==> src/design/rta_pkg.sv <==
// Shared constants, codes and structures of the region table allocator.
// Depends on nothing; every other design file refers to it by scoped names.
package rta_pkg;

    localparam int MAX_REGIONS = 16;
    // PAGE_BYTES must be a power of two.
    localparam int PAGE_BYTES  = 4096;
    localparam int PAGE_SHIFT  = $clog2(PAGE_BYTES);

    localparam int IDX_W  = $clog2(MAX_REGIONS);
    localparam int CNT_W  = $clog2(MAX_REGIONS + 1);
    localparam int ADDR_W = 32;
    localparam int SIZE_W = 32;
    localparam int PAGE_W = 21;
    localparam int PREQ_W = SIZE_W + 1 - PAGE_SHIFT;
    localparam int CAP_W  = SIZE_W - PAGE_SHIFT;

    localparam logic [PAGE_W-1:0] PAGE_MAX = '1;

    localparam int CFG_ADDR_W = 3;
    localparam int CFG_DATA_W = 32;

    typedef enum logic [1:0] {
        MODE_ALLOC   = 2'd0,
        MODE_RELEASE = 2'd1,
        MODE_CHECK   = 2'd2
    } mode_t;

    typedef enum logic [1:0] {
        ST_OK         = 2'd0,
        ST_NO_MEM     = 2'd1,
        ST_NOT_FOUND  = 2'd2,
        ST_TABLE_FULL = 2'd3
    } status_t;

    typedef enum logic [0:0] {
        CFG_POOL_BASE = 1'b0,
        CFG_POOL_SIZE = 1'b1
    } cfg_reg_t;

    typedef struct packed {
        logic [ADDR_W-1:0] pool_base;
        logic [SIZE_W-1:0] pool_size;
    } cfg_t;

    typedef struct packed {
        logic latch;
        logic alloc_check;
        logic alloc_commit;
        logic search_start;
        logic step;
        logic step_shift;
        logic shift_start;
        logic rel_commit;
        logic set_simple;
        logic set_notfound;
        logic load_out;
    } cmd_t;

    typedef struct packed {
        logic alloc_fail;
        logic scan_done;
        logic found;
    } dp_status_t;

endpackage

==> src/design/rta_if.sv <==
// Handshake channels of the region table allocator: request and result.
// Depends on rta_pkg for the field widths.
interface rta_req_if;
    logic                      valid;
    logic                      ready;
    logic [1:0]                mode;
    logic [rta_pkg::SIZE_W-1:0] request_size;
    logic [rta_pkg::ADDR_W-1:0] address;

    modport source (output valid, output mode, output request_size, output address,
                    input ready);
    modport sink (input valid, input mode, input request_size, input address,
                  output ready);
endinterface

interface rta_rsp_if;
    logic                       valid;
    logic                       ready;
    logic [1:0]                 status;
    logic [rta_pkg::ADDR_W-1:0] region_address;
    logic [rta_pkg::PAGE_W-1:0] page_count;
    logic                       legitimate;

    modport source (output valid, output status, output region_address,
                    output page_count, output legitimate, input ready);
    modport sink (input valid, input status, input region_address,
                  input page_count, input legitimate, output ready);
endinterface

==> src/design/rta_cfg.sv <==
// APB-style register block holding the pool base and pool size.
// Depends on rta_pkg for the register map and the cfg_t structure.
module rta_cfg (
    input  logic                           clk,
    input  logic                           rst_n,
    input  logic                           psel,
    input  logic                           penable,
    input  logic                           pwrite,
    input  logic [rta_pkg::CFG_ADDR_W-1:0] paddr,
    input  logic [rta_pkg::CFG_DATA_W-1:0] pwdata,
    output logic [rta_pkg::CFG_DATA_W-1:0] prdata,
    output logic                           pready,
    output rta_pkg::cfg_t                  cfg
);

    logic [rta_pkg::ADDR_W-1:0] pool_base_reg;
    logic [rta_pkg::SIZE_W-1:0] pool_size_reg;
    rta_pkg::cfg_reg_t          reg_sel;
    logic                       wr_en;

    assign pready  = 1'b1;
    assign reg_sel = rta_pkg::cfg_reg_t'(paddr[rta_pkg::CFG_ADDR_W-1]);
    assign wr_en   = psel && penable && pwrite;

    always_ff @(posedge clk or negedge rst_n)
    begin
        if (!rst_n)
        begin
            pool_base_reg <= '0;
            pool_size_reg <= '0;
        end
        else if (wr_en)
        begin
            unique case (reg_sel)
                rta_pkg::CFG_POOL_BASE: pool_base_reg <= pwdata;
                rta_pkg::CFG_POOL_SIZE: pool_size_reg <= pwdata;
                default: ;
            endcase
        end
    end

    always_comb
    begin
        unique case (reg_sel)
            rta_pkg::CFG_POOL_BASE: prdata = pool_base_reg;
            rta_pkg::CFG_POOL_SIZE: prdata = pool_size_reg;
            default:                prdata = '0;
        endcase
    end

    assign cfg.pool_base = pool_base_reg;
    assign cfg.pool_size = pool_size_reg;

endmodule

==> src/design/rta_ctrl.sv <==
// Sequencer of the region table allocator: handshakes and datapath commands.
// Depends on rta_pkg for the mode codes and the command and status structures.
module rta_ctrl (
    input  logic                clk,
    input  logic                rst_n,
    input  logic                in_valid,
    input  logic [1:0]          in_mode,
    output logic                in_ready,
    output logic                out_valid,
    input  logic                out_ready,
    input  rta_pkg::dp_status_t dp_status,
    output rta_pkg::cmd_t       cmd
);

    typedef enum logic [6:0] {
        S_IDLE      = 7'b0000001,
        S_ALLOC_CHK = 7'b0000010,
        S_ALLOC_WR  = 7'b0000100,
        S_SEARCH    = 7'b0001000,
        S_SHIFT     = 7'b0010000,
        S_SIMPLE    = 7'b0100000,
        S_FINISH    = 7'b1000000
    } state_t;

    state_t state_reg, state_next;
    logic   out_valid_reg, out_valid_next;
    logic   slot_free;

    assign in_ready  = (state_reg == S_IDLE);
    assign out_valid = out_valid_reg;
    assign slot_free = !out_valid_reg || out_ready;

    always_comb
    begin
        state_next = state_reg;
        cmd        = '0;
        unique case (state_reg)
            S_IDLE:
            begin
                if (in_valid)
                begin
                    cmd.latch = 1'b1;
                    case (rta_pkg::mode_t'(in_mode))
                        rta_pkg::MODE_ALLOC:   state_next = S_ALLOC_CHK;
                        rta_pkg::MODE_RELEASE:
                        begin
                            cmd.search_start = 1'b1;
                            state_next       = S_SEARCH;
                        end
                        default:               state_next = S_SIMPLE;
                    endcase
                end
            end
            S_ALLOC_CHK:
            begin
                cmd.alloc_check = 1'b1;
                state_next      = dp_status.alloc_fail ? S_FINISH : S_ALLOC_WR;
            end
            S_ALLOC_WR:
            begin
                cmd.alloc_commit = 1'b1;
                state_next       = S_FINISH;
            end
            S_SEARCH:
            begin
                if (dp_status.scan_done)
                begin
                    if (dp_status.found)
                    begin
                        cmd.shift_start = 1'b1;
                        state_next      = S_SHIFT;
                    end
                    else
                    begin
                        cmd.set_notfound = 1'b1;
                        state_next       = S_FINISH;
                    end
                end
                else
                begin
                    cmd.step = 1'b1;
                end
            end
            S_SHIFT:
            begin
                if (dp_status.scan_done)
                begin
                    cmd.rel_commit = 1'b1;
                    state_next     = S_FINISH;
                end
                else
                begin
                    cmd.step       = 1'b1;
                    cmd.step_shift = 1'b1;
                end
            end
            S_SIMPLE:
            begin
                cmd.set_simple = 1'b1;
                state_next     = S_FINISH;
            end
            S_FINISH:
            begin
                if (slot_free)
                begin
                    cmd.load_out = 1'b1;
                    state_next   = S_IDLE;
                end
            end
            default: state_next = S_IDLE;
        endcase
    end

    always_comb
    begin
        if (cmd.load_out)
        begin
            out_valid_next = 1'b1;
        end
        else if (out_ready)
        begin
            out_valid_next = 1'b0;
        end
        else
        begin
            out_valid_next = out_valid_reg;
        end
    end

    always_ff @(posedge clk or negedge rst_n)
    begin
        if (!rst_n)
        begin
            state_reg     <= S_IDLE;
            out_valid_reg <= 1'b0;
        end
        else
        begin
            state_reg     <= state_next;
            out_valid_reg <= out_valid_next;
        end
    end

endmodule

==> src/design/rta_dpath.sv <==
// Datapath of the region table allocator: region table memory, page accounting,
// scan pointer, result and output registers. Depends on rta_pkg.
module rta_dpath (
    input  logic                        clk,
    input  logic                        rst_n,
    input  rta_pkg::cmd_t               cmd,
    output rta_pkg::dp_status_t         dp_status,
    input  rta_pkg::cfg_t               cfg,
    input  logic [1:0]                  in_mode,
    input  logic [rta_pkg::SIZE_W-1:0]  in_request_size,
    input  logic [rta_pkg::ADDR_W-1:0]  in_address,
    output logic [1:0]                  out_status,
    output logic [rta_pkg::ADDR_W-1:0]  out_region_address,
    output logic [rta_pkg::PAGE_W-1:0]  out_page_count,
    output logic                        out_legitimate
);

    localparam int ADDR_W = rta_pkg::ADDR_W;
    localparam int PAGE_W = rta_pkg::PAGE_W;
    localparam int IDX_W  = rta_pkg::IDX_W;
    localparam int CNT_W  = rta_pkg::CNT_W;
    localparam int PREQ_W = rta_pkg::PREQ_W;
    localparam int CAP_W  = rta_pkg::CAP_W;
    localparam int SHIFT  = rta_pkg::PAGE_SHIFT;

    // Region table; entry zero is never written and reads as the pool base.
    logic [ADDR_W-1:0] mem_base  [rta_pkg::MAX_REGIONS];
    logic [PAGE_W-1:0] mem_pages [rta_pkg::MAX_REGIONS];

    logic [1:0]        mode_reg;
    logic [ADDR_W-1:0] addr_reg;
    logic [PREQ_W-1:0] preq_reg;
    logic [PAGE_W-1:0] room_reg;

    logic [CNT_W-1:0]  count_reg, count_next;
    logic [PAGE_W-1:0] used_reg, used_next;
    logic [CNT_W-1:0]  idx_reg, idx_next;
    logic              pend_reg, pend_next;
    logic              found_reg, found_next;
    logic [IDX_W-1:0]  hit_reg, hit_next;
    logic [PAGE_W-1:0] hit_pages_reg, hit_pages_next;

    logic [IDX_W-1:0]  rd_idx, rd_idx_reg;
    logic              rd_zero_reg;
    logic [ADDR_W-1:0] rd_base_reg, rbase;
    logic [PAGE_W-1:0] rd_pages_reg, rpages;

    logic              wr_en;
    logic [IDX_W-1:0]  wr_idx;
    logic [ADDR_W-1:0] wr_base;
    logic [PAGE_W-1:0] wr_pages;

    logic [1:0]        res_status_reg, res_status_next;
    logic [ADDR_W-1:0] res_addr_reg, res_addr_next;
    logic [PAGE_W-1:0] res_pages_reg, res_pages_next;
    logic              res_legit_reg, res_legit_next;

    logic [ADDR_W:0]   req_sum;
    logic [PREQ_W-1:0] preq_in;
    logic [CAP_W-1:0]  cap_raw;
    logic [PAGE_W-1:0] cap;
    logic [PAGE_W-1:0] room_in;
    logic              no_mem;
    logic              table_full;
    logic              idx_live;
    logic [CNT_W-1:0]  cnt_m1;
    logic [ADDR_W:0]   pool_top;
    logic              legit;
    logic [ADDR_W-1:0] new_base;

    assign req_sum = {1'b0, in_request_size} + (ADDR_W + 1)'(rta_pkg::PAGE_BYTES - 1);
    assign preq_in = req_sum[ADDR_W:SHIFT];
    assign cap_raw = cfg.pool_size[rta_pkg::SIZE_W-1:SHIFT];
    assign cap     = (32'(cap_raw) > 32'(rta_pkg::PAGE_MAX)) ? rta_pkg::PAGE_MAX
                                                              : PAGE_W'(cap_raw);
    assign room_in = (cap > used_reg) ? (cap - used_reg) : '0;

    assign no_mem     = (33'(preq_reg) > 33'(room_reg));
    assign table_full = (count_reg >= CNT_W'(rta_pkg::MAX_REGIONS));
    assign idx_live   = (idx_reg < count_reg);
    assign cnt_m1     = count_reg - CNT_W'(1);

    assign pool_top = {1'b0, cfg.pool_base} + {1'b0, cfg.pool_size};
    assign legit    = (rta_pkg::mode_t'(mode_reg) == rta_pkg::MODE_CHECK)
                      && (addr_reg >= cfg.pool_base) && ({1'b0, addr_reg} <= pool_top);

    assign rbase    = rd_zero_reg ? cfg.pool_base : rd_base_reg;
    assign rpages   = rd_zero_reg ? PAGE_W'(1) : rd_pages_reg;
    assign new_base = rbase + (ADDR_W'(rpages) << SHIFT);

    assign dp_status.alloc_fail = no_mem || table_full;
    assign dp_status.scan_done  = !idx_live && !pend_reg;
    assign dp_status.found      = found_reg;

    assign rd_idx = cmd.alloc_check ? cnt_m1[IDX_W-1:0] : idx_reg[IDX_W-1:0];

    always_comb
    begin
        count_next      = count_reg;
        used_next       = used_reg;
        idx_next        = idx_reg;
        pend_next       = 1'b0;
        found_next      = found_reg;
        hit_next        = hit_reg;
        hit_pages_next  = hit_pages_reg;
        res_status_next = res_status_reg;
        res_addr_next   = res_addr_reg;
        res_pages_next  = res_pages_reg;
        res_legit_next  = res_legit_reg;
        wr_en           = 1'b0;
        wr_idx          = count_reg[IDX_W-1:0];
        wr_base         = new_base;
        wr_pages        = PAGE_W'(preq_reg);

        if (cmd.search_start)
        begin
            idx_next   = CNT_W'(1);
            found_next = 1'b0;
        end

        if (cmd.shift_start)
        begin
            idx_next = CNT_W'(hit_reg) + CNT_W'(1);
        end

        if (cmd.step)
        begin
            if (idx_live)
            begin
                pend_next = 1'b1;
                idx_next  = idx_reg + CNT_W'(1);
            end
            if (pend_reg && !cmd.step_shift && (rbase == addr_reg))
            begin
                found_next     = 1'b1;
                hit_next       = rd_idx_reg;
                hit_pages_next = rpages;
            end
            if (pend_reg && cmd.step_shift)
            begin
                wr_en    = 1'b1;
                wr_idx   = rd_idx_reg - IDX_W'(1);
                wr_base  = rd_base_reg;
                wr_pages = rd_pages_reg;
            end
        end

        if (cmd.alloc_check)
        begin
            res_addr_next  = '0;
            res_pages_next = '0;
            res_legit_next = 1'b0;
            res_status_next = no_mem ? rta_pkg::ST_NO_MEM : rta_pkg::ST_TABLE_FULL;
        end

        if (cmd.alloc_commit)
        begin
            wr_en           = 1'b1;
            count_next      = count_reg + CNT_W'(1);
            used_next       = used_reg + PAGE_W'(preq_reg);
            res_status_next = rta_pkg::ST_OK;
            res_addr_next   = new_base;
            res_pages_next  = PAGE_W'(preq_reg);
            res_legit_next  = 1'b0;
        end

        if (cmd.rel_commit)
        begin
            count_next      = cnt_m1;
            used_next       = (used_reg > hit_pages_reg) ? (used_reg - hit_pages_reg) : '0;
            res_status_next = rta_pkg::ST_OK;
            res_addr_next   = addr_reg;
            res_pages_next  = hit_pages_reg;
            res_legit_next  = 1'b0;
        end

        if (cmd.set_notfound)
        begin
            res_status_next = rta_pkg::ST_NOT_FOUND;
            res_addr_next   = '0;
            res_pages_next  = '0;
            res_legit_next  = 1'b0;
        end

        if (cmd.set_simple)
        begin
            res_status_next = rta_pkg::ST_OK;
            res_addr_next   = '0;
            res_pages_next  = '0;
            res_legit_next  = legit;
        end
    end

    always_ff @(posedge clk)
    begin
        if (wr_en)
        begin
            mem_base[wr_idx]  <= wr_base;
            mem_pages[wr_idx] <= wr_pages;
        end
        rd_base_reg  <= mem_base[rd_idx];
        rd_pages_reg <= mem_pages[rd_idx];
        rd_idx_reg   <= rd_idx;
        rd_zero_reg  <= (rd_idx == '0);
    end

    always_ff @(posedge clk)
    begin
        if (cmd.latch)
        begin
            mode_reg <= in_mode;
            addr_reg <= in_address;
            preq_reg <= preq_in;
            room_reg <= room_in;
        end
        hit_reg        <= hit_next;
        hit_pages_reg  <= hit_pages_next;
        res_status_reg <= res_status_next;
        res_addr_reg   <= res_addr_next;
        res_pages_reg  <= res_pages_next;
        res_legit_reg  <= res_legit_next;
        if (cmd.load_out)
        begin
            out_status         <= res_status_reg;
            out_region_address <= res_addr_reg;
            out_page_count     <= res_pages_reg;
            out_legitimate     <= res_legit_reg;
        end
    end

    always_ff @(posedge clk or negedge rst_n)
    begin
        if (!rst_n)
        begin
            count_reg <= CNT_W'(1);
            used_reg  <= PAGE_W'(1);
            idx_reg   <= '0;
            pend_reg  <= 1'b0;
            found_reg <= 1'b0;
        end
        else
        begin
            count_reg <= count_next;
            used_reg  <= used_next;
            idx_reg   <= idx_next;
            pend_reg  <= pend_next;
            found_reg <= found_next;
        end
    end

endmodule

==> src/design/region_table_allocator_top.sv <==
// Top level of the region table allocator: register block, sequencer, datapath.
// Depends on rta_pkg, rta_if, rta_cfg, rta_ctrl and rta_dpath.
//
//   Channel  Direction  Handshake               Contents
//   req      in         valid/ready             mode, request_size, address
//   rsp      out        valid/ready             status, region_address, page_count,
//                                               legitimate
//   apb      in/out     psel/penable, pready=1  pool_base (0x0), pool_size (0x4)
//
// A release makes one pass over the table to find the base and one to close the gap,
// each one entry a cycle through the table memory, which reads one entry and writes
// one per cycle.
// Reset restores a table holding only the first page.
// A finished result waits in the output register while the next request is
// taken; the sequencer stalls only if a second result is ready before then.
module region_table_allocator_top (
    input  logic                           clk,
    input  logic                           rst_n,
    rta_req_if.sink                        req,
    rta_rsp_if.source                      rsp,
    input  logic                           psel,
    input  logic                           penable,
    input  logic                           pwrite,
    input  logic [rta_pkg::CFG_ADDR_W-1:0] paddr,
    input  logic [rta_pkg::CFG_DATA_W-1:0] pwdata,
    output logic [rta_pkg::CFG_DATA_W-1:0] prdata,
    output logic                           pready
);

    rta_pkg::cfg_t       cfg;
    rta_pkg::cmd_t       cmd;
    rta_pkg::dp_status_t dp_status;

    rta_cfg u_cfg (
        .clk     (clk),
        .rst_n   (rst_n),
        .psel    (psel),
        .penable (penable),
        .pwrite  (pwrite),
        .paddr   (paddr),
        .pwdata  (pwdata),
        .prdata  (prdata),
        .pready  (pready),
        .cfg     (cfg)
    );

    rta_ctrl u_ctrl (
        .clk       (clk),
        .rst_n     (rst_n),
        .in_valid  (req.valid),
        .in_mode   (req.mode),
        .in_ready  (req.ready),
        .out_valid (rsp.valid),
        .out_ready (rsp.ready),
        .dp_status (dp_status),
        .cmd       (cmd)
    );

    rta_dpath u_dpath (
        .clk                (clk),
        .rst_n              (rst_n),
        .cmd                (cmd),
        .dp_status          (dp_status),
        .cfg                (cfg),
        .in_mode            (req.mode),
        .in_request_size    (req.request_size),
        .in_address         (req.address),
        .out_status         (rsp.status),
        .out_region_address (rsp.region_address),
        .out_page_count     (rsp.page_count),
        .out_legitimate     (rsp.legitimate)
    );

endmodule
==> src/flat_wrapper.sv <==
// flat-port wrapper written by rule: the top's interface ports become plain ports
module region_table_allocator_top_flat 
  (clk, rst_n, psel, penable, pwrite, paddr, pwdata, prdata, pready, req_valid, req_mode, req_request_size, req_address, req_ready, rsp_valid, rsp_status, rsp_region_address, rsp_page_count, rsp_legitimate, rsp_ready);
  rta_req_if req_i ();
  rta_rsp_if rsp_i ();
  input  logic clk;
  input  logic rst_n;
  input  logic psel;
  input  logic penable;
  input  logic pwrite;
  input  logic [rta_pkg::CFG_ADDR_W-1:0] paddr;
  input  logic [rta_pkg::CFG_DATA_W-1:0] pwdata;
  output logic [rta_pkg::CFG_DATA_W-1:0] prdata;
  output logic pready;
  input wire logic [$bits(req_i.valid)-1:0] req_valid;
  input wire logic [$bits(req_i.mode)-1:0] req_mode;
  input wire logic [$bits(req_i.request_size)-1:0] req_request_size;
  input wire logic [$bits(req_i.address)-1:0] req_address;
  output wire logic [$bits(req_i.ready)-1:0] req_ready;
  output wire logic [$bits(rsp_i.valid)-1:0] rsp_valid;
  output wire logic [$bits(rsp_i.status)-1:0] rsp_status;
  output wire logic [$bits(rsp_i.region_address)-1:0] rsp_region_address;
  output wire logic [$bits(rsp_i.page_count)-1:0] rsp_page_count;
  output wire logic [$bits(rsp_i.legitimate)-1:0] rsp_legitimate;
  input wire logic [$bits(rsp_i.ready)-1:0] rsp_ready;
  assign req_i.valid = req_valid;
  assign req_i.mode = req_mode;
  assign req_i.request_size = req_request_size;
  assign req_i.address = req_address;
  assign req_ready = req_i.ready;
  assign rsp_valid = rsp_i.valid;
  assign rsp_status = rsp_i.status;
  assign rsp_region_address = rsp_i.region_address;
  assign rsp_page_count = rsp_i.page_count;
  assign rsp_legitimate = rsp_i.legitimate;
  assign rsp_i.ready = rsp_ready;
  region_table_allocator_top u_core (.clk(clk), .rst_n(rst_n), .req(req_i), .rsp(rsp_i), .psel(psel), .penable(penable), .pwrite(pwrite), .paddr(paddr), .pwdata(pwdata), .prdata(prdata), .pready(pready));
endmodule
==> config.mk <==
export PLATFORM = sky130hd
export DESIGN_NAME = region_table_allocator_top_flat
export DESIGN_NICKNAME = d
export VERILOG_FILES = /design/src/design/rta_pkg.sv /design/src/design/rta_if.sv /design/src/design/rta_cfg.sv /design/src/design/rta_ctrl.sv /design/src/design/rta_dpath.sv /design/src/design/region_table_allocator_top.sv /design/src/flat_wrapper.sv
export SDC_FILE = /design/constraint.sdc
export NUM_CORES = 2
export LEC_CHECK = 0
export ABC_CLOCK_PERIOD_IN_PS = 8550
export BUFFER_PORTS_ARGS = -buffer_cell sky130_fd_sc_hd__clkbuf_2
export CAP_MARGIN = 20
export CELL_PAD_IN_SITES_DETAIL_PLACEMENT = 0
export CELL_PAD_IN_SITES_GLOBAL_PLACEMENT = 1
export CORE_MARGIN = 5
export CORE_UTILIZATION = 55
export DETAILED_ROUTE_END_ITERATION = 8
export PLACE_DENSITY = 0.91
export SLEW_MARGIN = 20
export SYNTH_ARGS = -nofsm -noshare
export SYNTH_HDL_FRONTEND = slang
export SYNTH_SLANG_ARGS = --single-unit
==> constraint.sdc <==
create_clock -name clk -period 8.55 [get_ports clk]
set_clock_uncertainty 0.1 [all_clocks]
set_input_delay 1.2825 -clock clk [delete_from_list [all_inputs] [get_ports clk]]
set_output_delay 1.2825 -clock clk [all_outputs]
set_load 0.02 [all_outputs]
### After elaboration in Yosys (flattened, before gate mapping)

Memories as Yosys holds them, arrays and structs flattened. A register that Yosys moved wholly into a read port is not among the register bits.
Index checks and enable logic that the tools add are counted.

* output and inout port bits: 91
* memories kept: 2
* memory bits (read-only): 0
* bits in writable memories: 848
* flip-flop bits (word level): 323
* bits in latches: 0
* input port bits: 108
* word-level logic and storage cells: 167

Memories
* u_core.u_dpath.mem_base: words 16, bits a word 32, read ports 1, clocked after Yosys merged registers in 1, wr ports 1, line rta_dpath.sv:27 `logic [ADDR_W-1:0] mem_base [rta_pkg::MAX_REGIONS];`
* u_core.u_dpath.mem_pages: words 16, bits a word 21, read ports 1, clocked after Yosys merged registers in 1, wr ports 1, line rta_dpath.sv:28 `logic [PAGE_W-1:0] mem_pages [rta_pkg::MAX_REGIONS];`

* add/subtract/negate cells: 11
* bitwise logic cells: 1
* reductions and logical operators: 28
* divide/modulo/power cells: 0
* order comparisons: 7
* equality and inequality tests: 14
* multiplexer cells: 77
* multiply operators: 0
* shifts and indexed selects: 0

Operator list (number)
* two-way mux 32 bit: 6
* two-way mux 21 bit: 8
* case mux 32 bit (2 select lines): 1
* greater-than comparator 21 bit: 2
* two-way mux 7 bit: 6
* case mux 7 bit (6 select lines): 1
* two-way mux 1 bit: 37
* adder 32 x 12 -> 33 bit (second input constant): 1
* adder 32 x 32 -> 33 bit: 1
* less-or-equal comparator 32 x 33 -> 1 bit: 1
* adder 32 bit: 1
* == test 32 bit: 1
* >= comparator 32 bit: 1
* two-way mux 5 bit: 6
* adder 21 bit: 1
* greater-than comparator 20 x 21 -> 1 bit: 1
* subtractor 20 x 21 -> 21 bit: 1
* subtractor 21 bit: 1
* two-way mux 20 bit: 1
* two-way mux 2 bit: 6
* two-way mux 4 bit: 3
* case mux 6 bit (2 select lines): 1
* adder 5 x 1 -> 5 bit (second input constant): 2
* logical AND 1 bit: 8
* 30 further kinds: 40

### Depth between registers and ports, before layout

* word-level depth: 11
* mapped depth: 21
* gate-level depth less buffers: 21

### Hierarchy

From an unflattened synthesis, not the netlist that was laid out.

* cell total of the unflattened synthesis: 3742
* area total of the unflattened synthesis: 55535.8 um^2

By module, submodules not included
* rta_dpath: cells an instance 3496, instances 1, area an instance 52034.9 um^2
* rta_cfg: cells an instance 174, instances 1, area an instance 2911.5 um^2
* rta_ctrl: cells an instance 72, instances 1, area an instance 589.3 um^2

### Worst setup path after synthesis

No wires, ideal clock.

* path type: register to register
* from: register u_core.u_dpath.rd_zero_reg
* to: memory u_core.u_dpath.mem_base[0][24] (data pin)
* data arrival time: 4.106 ns
* period minus slack after synthesis: 4.536 ns
* slack: 4.014 ns
* cell stages (with the launch flop): 16
* path through: dfxtp_1 clkbuf_1 buf_1 clkbuf_1 or2_2 ha_1 fa_1 a21o_1 a21oi_1 o21bai_1 a2111o_1 o311ai_0 o21a_1 o21ai_0 xnor2_1 o21ai_0

* longest elaborated chain between the ends: 4
* elaborated cells between the ends (all ways): 5

RTL lines
* start, declared: line rta_dpath.sv:44 `logic rd_zero_reg;`
* start signal, assigned: line rta_dpath.sv:204 `rd_zero_reg <= (rd_idx == '0);`
* two-way mux 20 bit *: line rta_dpath.sv:88 `assign rpages = rd_zero_reg ? PAGE_W'(1) : rd_pages_reg;`
* net u_core.u_dpath.rpages[0]: line rta_dpath.sv:46 `logic [PAGE_W-1:0] rd_pages_reg, rpages;`
* adder 32 bit *: line rta_dpath.sv:89 `assign new_base = rbase + (ADDR_W'(rpages) << SHIFT);`
* two-way mux 32 bit: line rta_dpath.sv:139 `if (pend_reg && cmd.step_shift)`
* two-way mux 32 bit *: line rta_dpath.sv:126 `if (cmd.step)`
* net u_core.u_dpath.wr_base[24]: line rta_dpath.sv:50 `logic [ADDR_W-1:0] wr_base;`
* end, declared: line rta_dpath.sv:27

The timed path passes the listed nets; every way through them passes the cells marked *.

### Worst setup path in the final report

* from: register u_core.u_cfg.pool_size_reg[15] in the netlist's numbering
* to: register u_core.u_dpath.res_legit_reg (data pin)

* longest elaborated chain between the ends: 4

RTL lines
* start, declared: line rta_cfg.sv:17 `logic [rta_pkg::SIZE_W-1:0] pool_size_reg;`
* start signal, assigned: line rta_cfg.sv:36 `rta_pkg::CFG_POOL_SIZE: pool_size_reg <= pwdata;`
* adder 32 x 32 -> 33 bit: line rta_dpath.sv:83 `assign pool_top = {1'b0, cfg.pool_base} + {1'b0, cfg.pool_size};`
* less-or-equal comparator 32 x 33 -> 1 bit: line rta_dpath.sv:85 `&& (addr_reg >= cfg.pool_base) && ({1'b0, addr_reg} <= pool_top);`
* logical AND 1 bit: line rta_dpath.sv:85
* two-way mux 1 bit: line rta_dpath.sv:185 `if (cmd.set_simple)`
* end signal, assigned: line rta_dpath.sv:221 `res_legit_reg <= res_legit_next;`
* end, declared: line rta_dpath.sv:56 `logic res_legit_reg, res_legit_next;`

No other way between the ends.
A chain may end at the register's enable or synchronous reset.

==> impl_results.md <==
* WS Path Type: register to register
* Top reg by flops: u_core.u_dpath.mem_base
* Post-synthesis sequential area ratio at 63.28%
* Critical Path AT at 5710 ps
* Worst-Skew Late Latency at 730 ps
* Number of synthesized flops with an enable pin at 1006
* Antenna violations before repair at 4
* Die ar. at 107300 µm²
* Fillers at 7492
* WL per Instance at 24.37 µm
* Final ANT Viol Nets at 0
* Max-capacitance violation count at 0
* Critical-path maximum fanout at 6
* Setup tns final at 0 ps
* Clk sink count at 1224
* Min cycle time layout at 5353 ps
* Starting Density at between 50% and 60%
* First-pass GRT wire length at 224500 µm
* H-tree levels at 3
* Reg area at 35100 µm²
* Design Area, Final at between 60000 and 70000 µm²
* RSZ-0062 raised after global routing: no
* Area of the multi-input gates at 19070 µm²
* Slew @ Worst Pin at 1187 ps
* Residual DRC at 0
* Vias per std cell at 6.197
* Pre-antenna DRT Iters at 7
* Post-CTS sizing at 0
* Area leader, netlist: edfxtp_1
* Fin crit share at 62.60%
* Routability Congestion at 0.9428
* Post-synth top cells: edfxtp_1 (1006), nand2_1 (855), nand3_1 (346)
* Slew Limit Fails at 0
* Share of post-route cells with drive strength above 1 at 12.40%
* Gate Count Post-Synth at between 4000 and 5000
* Cell Rows at 116
* Post-DP HPWL at 94100 µm
* Port Buffers at 195
* Status: complete, no violations
* Area Growth Syn to Fin at 11.95%
* Post-synth top flop: edfxtp_1
* Yosys warns at 0
* Grt ovf at 0
* Syn Std Cell Area at roughly 55000 µm²
* Core ar. at 100100 µm²
* Worst-path clk slew at ~60 ps
* CTS Buf Count at 120
* DRT Wirelength at 151500 µm
* Syn Nets at between 4000 and 5000
* Yosys cell types at between 90 and 100
* Nets at slightly above 5000
* Top Ports at approximately 200
* Hold Vio Cnt, Final at 0
* #FFs+latches synth at 1224
* GRT Util Overall at 27.44%
* Startpoint types: register
* Largest net degree at the start of global routing at 182
* CTS Buffer Depth at 3
* Max Freq at 186.8 MHz
* Die extent in y at 327.6 µm
* Area after DPL at 57990 µm²
* Ranking of synthesized cells by area: edfxtp_1 (54%), nand2_1 (5.8%), ha_1 (4.6%)
* Static leakage at between 0.02 and 0.025 µW
* Post-route setup slack at 3197 ps
* Average size of a mapped cell at 11.94 µm²
* Setup bufs post-CTS at 0
* Slew headroom at 20.70%
* Root Driver: clkbuf_16
* Via count at 38537
* HP Class: register to register
* Setup crit end kind: register
* Worst EP required at 8910 ps
* DR iter-0 viols at 4435
* Die X at 327.6 µm
* Largest regs: u_core.u_dpath.mem_base: 512 flops, u_core.u_dpath.mem_pages: 336 flops
* CTS tree: done
* Max reg flops at approximately 500
* Power per cell area at 392.9 nW/µm²
* Peak supply drop at 0.3113 mV
* Asr flop ratio synth at 8.578%
* Vias in the first global route at 36733
* Final setup viols at 0
* CTS Hold Bufs at 0
* Most common cell in the netlist: edfxtp_1
* Synth top area share at 54.46%
* Setup WS pre-CTS at 3237 ps
## final timing paths
path                                                start                             to  slack (ps)  cells after the start
setup / recovery           u_core.u_cfg.pool_size_reg[15]   u_core.u_dpath.res_legit_reg        3200                     16
hold / removal               u_core.u_dpath.res_legit_reg  u_core.u_dpath.out_legitimate         330                      0
setup reg to reg           u_core.u_cfg.pool_size_reg[15]   u_core.u_dpath.res_legit_reg        3200                     16
min in group asynchronous                           rst_n     u_core.u_ctrl.state_reg[1]         440                      1
hold reg to reg              u_core.u_dpath.res_legit_reg  u_core.u_dpath.out_legitimate         330                      0
max in group asynchronous                           rst_n  u_core.u_cfg.pool_size_reg[3]        6570                      2
## logic make-up (layout without fill, tap and decap cells)
group                    Yosys count  count (layout)  share of synthesized area, %
multiplexers                     102             102                         2.055
XOR/XNOR                         142             142                         2.242
adder cells (fa/ha/maj)          211             211                         4.827
AO/OA/AOI/OAI                    814             814                         10.20
other                              1               2                      0.006760
flip-flops                      1224            1224                         63.28
buffers and inverters            376             652                         2.698
AND/OR/NAND/NOR                 1774            1774                         14.69
## through the flow
step	util (%)	cells	total power [µW]	hold WS, ps
finish	62.01	6219	24400	328.8
global route	62.00	6218	25740	341.5
CTS	62.00	6218	24290	327.0
detailed placement	57.91	5990	18810	314.3
global placement	57.89	5989	18580	303.8
floorplan	-	4644	15680	300.3
## metal layers
layer / GRT usage, % / vias to the layer above / wire [µm]
li1: - / 17524 / -
met1: 38.49 / 18932 / 60640
met4: 10.28 / 0 / 5715
met2: 43.94 / 1800 / 70910
met3: 4.176 / 281 / 14280
met5: 0 / - / 0
## cell type report
type / count / area share (%)
antenna: 1 / 0.004030
clock inverter: 74 / 1.429
clock buffer: 154 / 5.172
timing repair buffer: 278 / 2.640
inverter: 146 / 0.8946
tap: 1298 / 2.615
sequential: 1224 / 56.53
multi-input combinational: 3044 / 30.71
## placed cells by master (no fill, tap or decap), types with 95 or more instances in the layout
cell,Yosys,final
nor2_1,174,156
clkbuf_2,0,194
inv_1,144,144
a211oi_1,115,115
a311oi_1,107,107
nand3_1,346,346
nand2_1,855,855
edfxtp_1,1006,1006
a21oi_1,180,180
mux2_2,95,95
clkbuf_16,0,121
dfrtp_1,102,102
ha_1,206,206
o21ai_0,132,132
dfxtp_1,113,112
## critical path, stage by stage (launching register included)
cell and delay [ps]:
dfrtp_1 500, ha_1 430, a21oi_1 160, nor2_1 50, or4_1 480, a221oi_1 400, o21ai_1 150, o31ai_2 310
a21oi_1 170, o41ai_2 250, xor2_1 110, ha_1 310, nand3_1 130, nor4_1 590, o21ai_0 390, o211a_1 240
o311a_1 320
## power breakdown
| group | switching, µW | total (µW) | internal, µW |
|---|---|---|---|
| Combinational | 6400 | 9690 | 3290 |
| Clock | 2280 | 5460 | 3180 |
| Sequential | 706 | 9250 | 8540 |
| Total | 9390 | 24400 | 15000 |
Power figures use the tool's default switching activity.
